[src/hw/rtl/stis_pkg.sv]
// stis_pkg: shared widths, codes and control structs of the sorted key table
// used by the channel interfaces, the controller, the datapath and the top level
`default_nettype none

package stis_pkg;

    // fixed field widths
    localparam int KEY_W = 32;
    localparam int POS_W = 8;
    localparam int CNT_W = 9;
    localparam int CAP_W = 9;

    // register reset and default storage size
    localparam logic [CAP_W-1:0] CAP_RESET = 9'd256;
    localparam int DEPTH_DEFAULT = 256;

    // operation code of an input beat
    typedef enum logic {
        ACT_INSERT = 1'b0,
        ACT_SEARCH = 1'b1
    } t_action;

    // controller to datapath commands
    typedef struct packed {
        logic start;     // capture the beat and set up pointers
        logic rd_first;  // read the entry just below the insert pointer
        logic shift;     // move the read entry up one place
        logic put;       // write the new key and bump the count
        logic probe;     // read the midpoint of the search range
        logic narrow;    // drop the half that cannot hold the key
        logic hit;       // record a search match
        logic emit;      // load the output register
    } t_ctrl_cmd;

    // datapath to controller status
    typedef struct packed {
        logic has_room;  // count below capacity and depth
        logic ptr_zero;  // insert pointer at the bottom
        logic gt;        // read entry above the key
        logic eq;        // read entry equals the key
        logic range_ok;  // search range not empty
        logic out_free;  // output register can take a beat
    } t_dp_stat;

endpackage

`default_nettype wire

[src/hw/rtl/stis_ctrl.sv]
// stis_ctrl: sequencer for insert shifting and binary search probing
// depends on stis_pkg for the command and status structs
`default_nettype none

module stis_ctrl import stis_pkg::*; (
    input  wire logic      i_clk,
    input  wire logic      i_rst_n,
    input  wire logic      i_in_valid,
    input  wire t_action   i_in_action,
    output logic           o_in_ready,
    input  wire t_dp_stat  i_stat,
    output t_ctrl_cmd      o_cmd
);

    typedef enum logic [2:0] {
        S_IDLE,
        S_INS_FIRST,
        S_INS_SHIFT,
        S_SRCH_CHK,
        S_SRCH_CMP,
        S_FIN
    } t_state;

    t_state r_state;
    t_state n_state;

    // next state and commands, no beat taken while in reset
    always_comb begin
        n_state    = r_state;
        o_cmd      = '0;
        o_in_ready = 1'b0;
        case (r_state)
            S_IDLE: begin
                o_in_ready = i_rst_n;
                if (i_in_valid && i_rst_n) begin
                    o_cmd.start = 1'b1;
                    if (i_in_action == ACT_SEARCH) begin
                        n_state = S_SRCH_CHK;
                    end else if (i_stat.has_room) begin
                        n_state = S_INS_FIRST;
                    end else begin
                        n_state = S_FIN;
                    end
                end
            end
            S_INS_FIRST: begin
                if (i_stat.ptr_zero) begin
                    o_cmd.put = 1'b1;
                    n_state   = S_FIN;
                end else begin
                    o_cmd.rd_first = 1'b1;
                    n_state        = S_INS_SHIFT;
                end
            end
            S_INS_SHIFT: begin
                if (i_stat.ptr_zero || !i_stat.gt) begin
                    o_cmd.put = 1'b1;
                    n_state   = S_FIN;
                end else begin
                    o_cmd.shift = 1'b1;
                end
            end
            S_SRCH_CHK: begin
                if (i_stat.range_ok) begin
                    o_cmd.probe = 1'b1;
                    n_state     = S_SRCH_CMP;
                end else begin
                    n_state = S_FIN;
                end
            end
            S_SRCH_CMP: begin
                if (i_stat.eq) begin
                    o_cmd.hit = 1'b1;
                    n_state   = S_FIN;
                end else begin
                    o_cmd.narrow = 1'b1;
                    n_state      = S_SRCH_CHK;
                end
            end
            S_FIN: begin
                if (i_stat.out_free) begin
                    o_cmd.emit = 1'b1;
                    n_state    = S_IDLE;
                end
            end
            default: begin
                n_state = S_IDLE;
            end
        endcase
    end

    // state register
    always_ff @(posedge i_clk) begin
        if (!i_rst_n) begin
            r_state <= S_IDLE;
        end else begin
            r_state <= n_state;
        end
    end

    // a result beat leaves only from the finishing state
    a_emit_in_fin: assert property (@(posedge i_clk) disable iff (!i_rst_n)
        o_cmd.emit |-> (r_state == S_FIN))
        else $error("emit outside finishing state");

    // after a beat is taken the controller is busy
    a_busy_after_start: assert property (@(posedge i_clk) disable iff (!i_rst_n)
        o_cmd.start |=> !o_in_ready)
        else $error("ready right after accepting a beat");

    // a shift never runs with the pointer at the bottom
    a_no_shift_at_zero: assert property (@(posedge i_clk) disable iff (!i_rst_n)
        o_cmd.shift |-> !i_stat.ptr_zero)
        else $error("shift requested at position zero");

endmodule

`default_nettype wire

[config.mk]
export PLATFORM = sky130hd
export DESIGN_NAME = stis_ctrl
export DESIGN_NICKNAME = d
export VERILOG_FILES = /design/src/hw/rtl/stis_pkg.sv /design/src/hw/rtl/stis_ctrl.sv
export SDC_FILE = /design/constraint.sdc
export NUM_CORES = 1
export LEC_CHECK = 0
export ABC_AREA = 1
export BUFFER_PORTS_ARGS = -buffer_cell sky130_fd_sc_hd__buf_2
export CORE_AREA = 2 2 39 41
export CTS_BUF_LIST = sky130_fd_sc_hd__clkbuf_16
export DETAILED_ROUTE_END_ITERATION = 10
export DIE_AREA = 0 0 41 43
export PLACE_DENSITY = 0.54
export SLEW_MARGIN = 20
export SYNTH_ARGS = -nofsm -noshare
export SYNTH_HDL_FRONTEND = slang
export SYNTH_SLANG_ARGS = --single-unit
[constraint.sdc]
create_clock -name i_clk -period 1.1 [get_ports i_clk]
set_clock_uncertainty 0.15 [all_clocks]
set_input_delay 0.22 -clock i_clk [delete_from_list [all_inputs] [get_ports i_clk]]
set_output_delay 0.22 -clock i_clk [all_outputs]
set_load 0.03 [all_outputs]
# Yosys cells after proc, flatten, opt, wreduce, memory -nomap -nowiden
# Cells that the tools add are included.
totals:
  wordCells: 40
  output_inout_bits: 9
  register_bits: 3
op_classes:
  reduce_logical: 5
  n_eq_ne: 8
  mux: 26
op_table:
  columns: ["cell", "count"]
  rows:
  - ["two-way mux 3 bit", 7]
  - ["case mux 3 bit (6 select lines)", 1]
  - ["two-way mux 1 bit", 16]
  - ["equality test 3 x 2 -> 1 bit, second input constant", 2]
  - ["equality test 3 bit, second input constant", 2]
  - ["!= test 2 bit, second input constant", 3]
  - ["equality test 3 x 1 -> 1 bit, second input constant", 1]
  - ["zero test 3 bit", 1]
  - ["AND reduction 3 bit", 1]
  - ["two-way mux 2 bit", 1]
  - ["case mux 1 bit (2 select lines)", 1]
  - ["logical AND 1 bit", 1]
  - ["zero test 1 bit", 1]
  - ["logical OR 1 bit", 1]

# Depth between registers and ports, before layout
depth:
  depth_word: 4
  mapped_depth: 7
  mapped_depth_nobuf: 7

# Least setup slack after synthesis
# OpenSTA, ideal clock, no wires.
synth_timing:
  path_kind: "flip-flop to output port"
  startpoint: "register r_state[0]"
  endpoint: "output port o_cmd[0] (netlist bit)"
  stages_incl_launch_ff: 3
  path_slack_ns: -0.734
  arrival_time_ns: 1.464
  n_path_buf: 0
  path_cell_list: "dfxtp_1 inv_1 nor4_1"
synth_rtl:
  columns: ["item", "line", "text"]
  rows:
  - ["start: declaration", "stis_ctrl.sv:24", "t_state r_state;"]
  - ["start signal: assignment", "stis_ctrl.sv:97", "r_state <= n_state;"]
  - ["end: declaration", "stis_ctrl.sv:12", "output t_ctrl_cmd o_cmd"]

==> results.md <==
Power and ir drop:
- Summed over all cells, the static leakage comes to 0.4052 nW.
- The highest ir drop seen on vdd is 1620 uV.
- The total power per unit cell area is 2862 mW/mm2.

Timing:
- The worst pin sits at a relative slew slack of 85.62%.
- Once routing completed, OpenROAD measured the worst setup slack at -0.4039 ns.
- Setup repair after global routing could not meet its margin everywhere.
- The final critical-path share of the clock period is 136.7%.
- The number of hold violations in the final report came to 0.
- At the pin with the least slew margin, the transition time is 0.2141 ns.
- Setup violations remaining at the end of the flow were counted as 12.
- The highest clock frequency the design can meet is 664.9 MHz.
- The time the final worst path needs with I/O delays and setup is 1.504 ns.
- The number of max-slew violations in the final report was 0.

Layout:
- The area overhead of the layout relative to synthesis is 184.7%.
- The largest registers in the layout are r_state x3.
- The flip-flop and latch area is 71.32 um2.
- The filler cells instantiated in the layout total 126.
- The count of cells in the finished layout, fillers not included, comes to 106.
- The library cells used most frequently in the layout, excluding fill and tap cells, are buf_6, buf_4, buf_2.
- The register bank with the most flops is r_state.
- The number of diodes added for antenna fixing is 0.
- Summing all multi-input logic gate instances after layout gives 321.6 um2.
- The number of flip-flops in the largest register is 3.
- In the final layout, the share of cells above drive strength 1 is 77.78%.
- At the end of the flow, the number of nets in the layout was 101.

Hold path:
- The path class of the tightest hold or removal check is primary input to flip-flop.

Setup path:
- The sort of element at the end of the critical path is an output pin.
- Of all nets on the critical path, the largest fanout is 7.
- Data arrives at the worst endpoint at 1.13 ns.
- The startpoint kind of the worst setup timing path is a flip-flop.
- The critical path is of the flip-flop to output pin type.
- For the worst setup path, the data required time is 0.73 ns.

Place:
- The total instance count after detailed placement is 96.
- The HPWL after detailed placement is 724.7 um.
- Timing analysis after detailed placement gives a worst setup slack of -0.2334 ns.
- The congestion estimate from routability-driven global placement came to 0.7906.
- The number of buffers inserted by port buffering is 18.

Status:
- The checks that failed: negative setup slack.
- The run finished, with violations left.

Clock tree:
- The CTS H-tree depth is 1.
- Clock latency on the worst-skew pair, taken at its later pin, is 0.23 ns.
- The buffer levels on the longest clock path is 2.
- TritonCTS built the clock tree.
- TritonCTS created 3 clock buffers.
- After clock tree synthesis, the clock-pin slew on the worst setup and hold paths is 0.03 ns.
- The cell sitting at the root of the clock tree is a clkbuf_16.
- The total number of clock tree sinks is 3.

Logic synthesis:
- The flip-flop and latch count after synthesis is 3.
- In this run the cell area of the synthesized design comes to 286.5 um2.
- The share of the Yosys chip area taken by registers is 20.96%.
- After synthesis, the netlist uses 14 different library cells.
- Counting every net in the synthesized netlist gives 64.
- The number of instances in the synthesized netlist is 54.
- The total of warnings raised by yosys is 0.
- The mean instance size in the synthesized netlist is 5.306 um2.

Global route:
- The initial antenna violation count is 0.
- The total routing usage reported by global routing is 14.53%.
- The first-pass GRT wire length is 1676 um.
- The via count of the first global-routing pass was 419.
- The pin count of the biggest net entering global routing is 8.
- The remaining global-route overflow is 0.

Die:
- 19 I/O pins were placed.
- The area enclosed by the die boundary is 0.001763 mm2.
- The width of the die is 41 um.
- The starting density of the core is 20.71%.
- The core outline area is 0.001384 mm2.
- The row count is 14.
- In this run the vertical extent of the chip is 43 um.

Routing:
- The first-pass detailed-route iteration total is 4.
- Dividing the detail-routed via count by the number of cells gives 4.491.
- The detailed router finished its first iteration with 9 violations.
- After detailed routing, the total wire length is 1104 um.
- The final route contains 476 vias.
- The number of nets with antenna violations after routing is 0.
- After detailed routing, the average wire length per cell comes to 10.42 um.
- For this run, design rule violations remaining after detail routing come to 0.

Run:
- The number of max-cap violations is 0.
==> per-stage QoR <==
step / util, % / hold slack (ns) / cell area [um2] / TNS, ns / power [mW]
finish: 58.95 / 0.2656 / 815.8 / -4.070 / 2.335
global route: 58.95 / 0.2943 / 815.8 / -4.649 / 2.475
CTS: 53.16 / 0.2687 / 735.7 / -3.931 / 2.077
detailed placement: 39.15 / 0.4982 / 541.8 / -1.986 / 1.212
global placement: 39.15 / 0.4927 / 541.8 / -1.940 / 1.209
floorplan: - / 0.2726 / 371.6 / -0.6996 / 0.9426
==> report_power, final <==
group,internal (mW),total (mW),switching [mW]
clock,0.470,0.579,0.109
combinational,0.690,1.45,0.762
sequential,0.181,0.305,0.124
total,1.34,2.34,0.995
==> final cells by class <==
type	instances	area share, %
Clock buffer	3	9.202
Clock inverter	1	0.4601
Inverter	12	6.442
Multi-Input combinational cell	39	39.42
Sequential cell	3	8.742
Tap cell	16	2.454
Timing Repair Buffer	32	33.28
==> critical path, cell delays in order, from the launching register on <==
cell and delay [ns]:
dfxtp_4 0.38, nor2_4 0.20, nand3b_1 0.14, inv_2 0.07
buf_6 0.12
==> worst paths after layout <==
path	depth (start not counted)	slack [ns]	start	end
setup / recovery	4	-0.40	r_state[0]	o_cmd[2]
hold / removal	4	0.27	i_rst_n	r_state[2]
setup reg to reg	8	-0.24	r_state[1]	r_state[0]
hold reg to reg	3	0.57	r_state[2]	r_state[2]
==> cell families after synthesis <==
family / count (synthesis) / synth area share (%)
AOI/OAI and AO/OA: 4 / 6.987
buffers and inverters: 12 / 15.72
DFF: 3 / 20.96
and+or+nand+nor: 35 / 56.33
==> cells in the mapped netlist <==
cell      instances  share of area, %
nor2_1           12                16
inv_1            10                13
nand2_1           8                10
nand3_1           6                10
a21oi_1           4               7.0
dfxtp_1           3                21
inv_2             2               2.6
nand4_1           2               4.4
nor2_2            2               4.4
nand2_2           1               2.2
nand3b_1          1               2.6
nor3_1            1               1.7
nor4_1            1               2.2
or2_2             1               2.2
==> what timing repair did <==
item                                    CTS  global route
hold buffers                              0             0
gates resized for setup                  22            16
gates cloned                              0             0
setup buffers                             6             3
endpoints found under the setup margin   12            12
pin swaps                                 8             9
==> metal layers <==
layer	vias up	track usage (%)	wire length (um)	share of wire, %
li1	242	-	-	-
met5	-	0	0	0
met4	0	8.000	13	1.2
met2	15	23.75	608	55
met1	217	15.34	425	38
met3	2	4.712	57	5.2
Power figures use the tool's default switching activity.
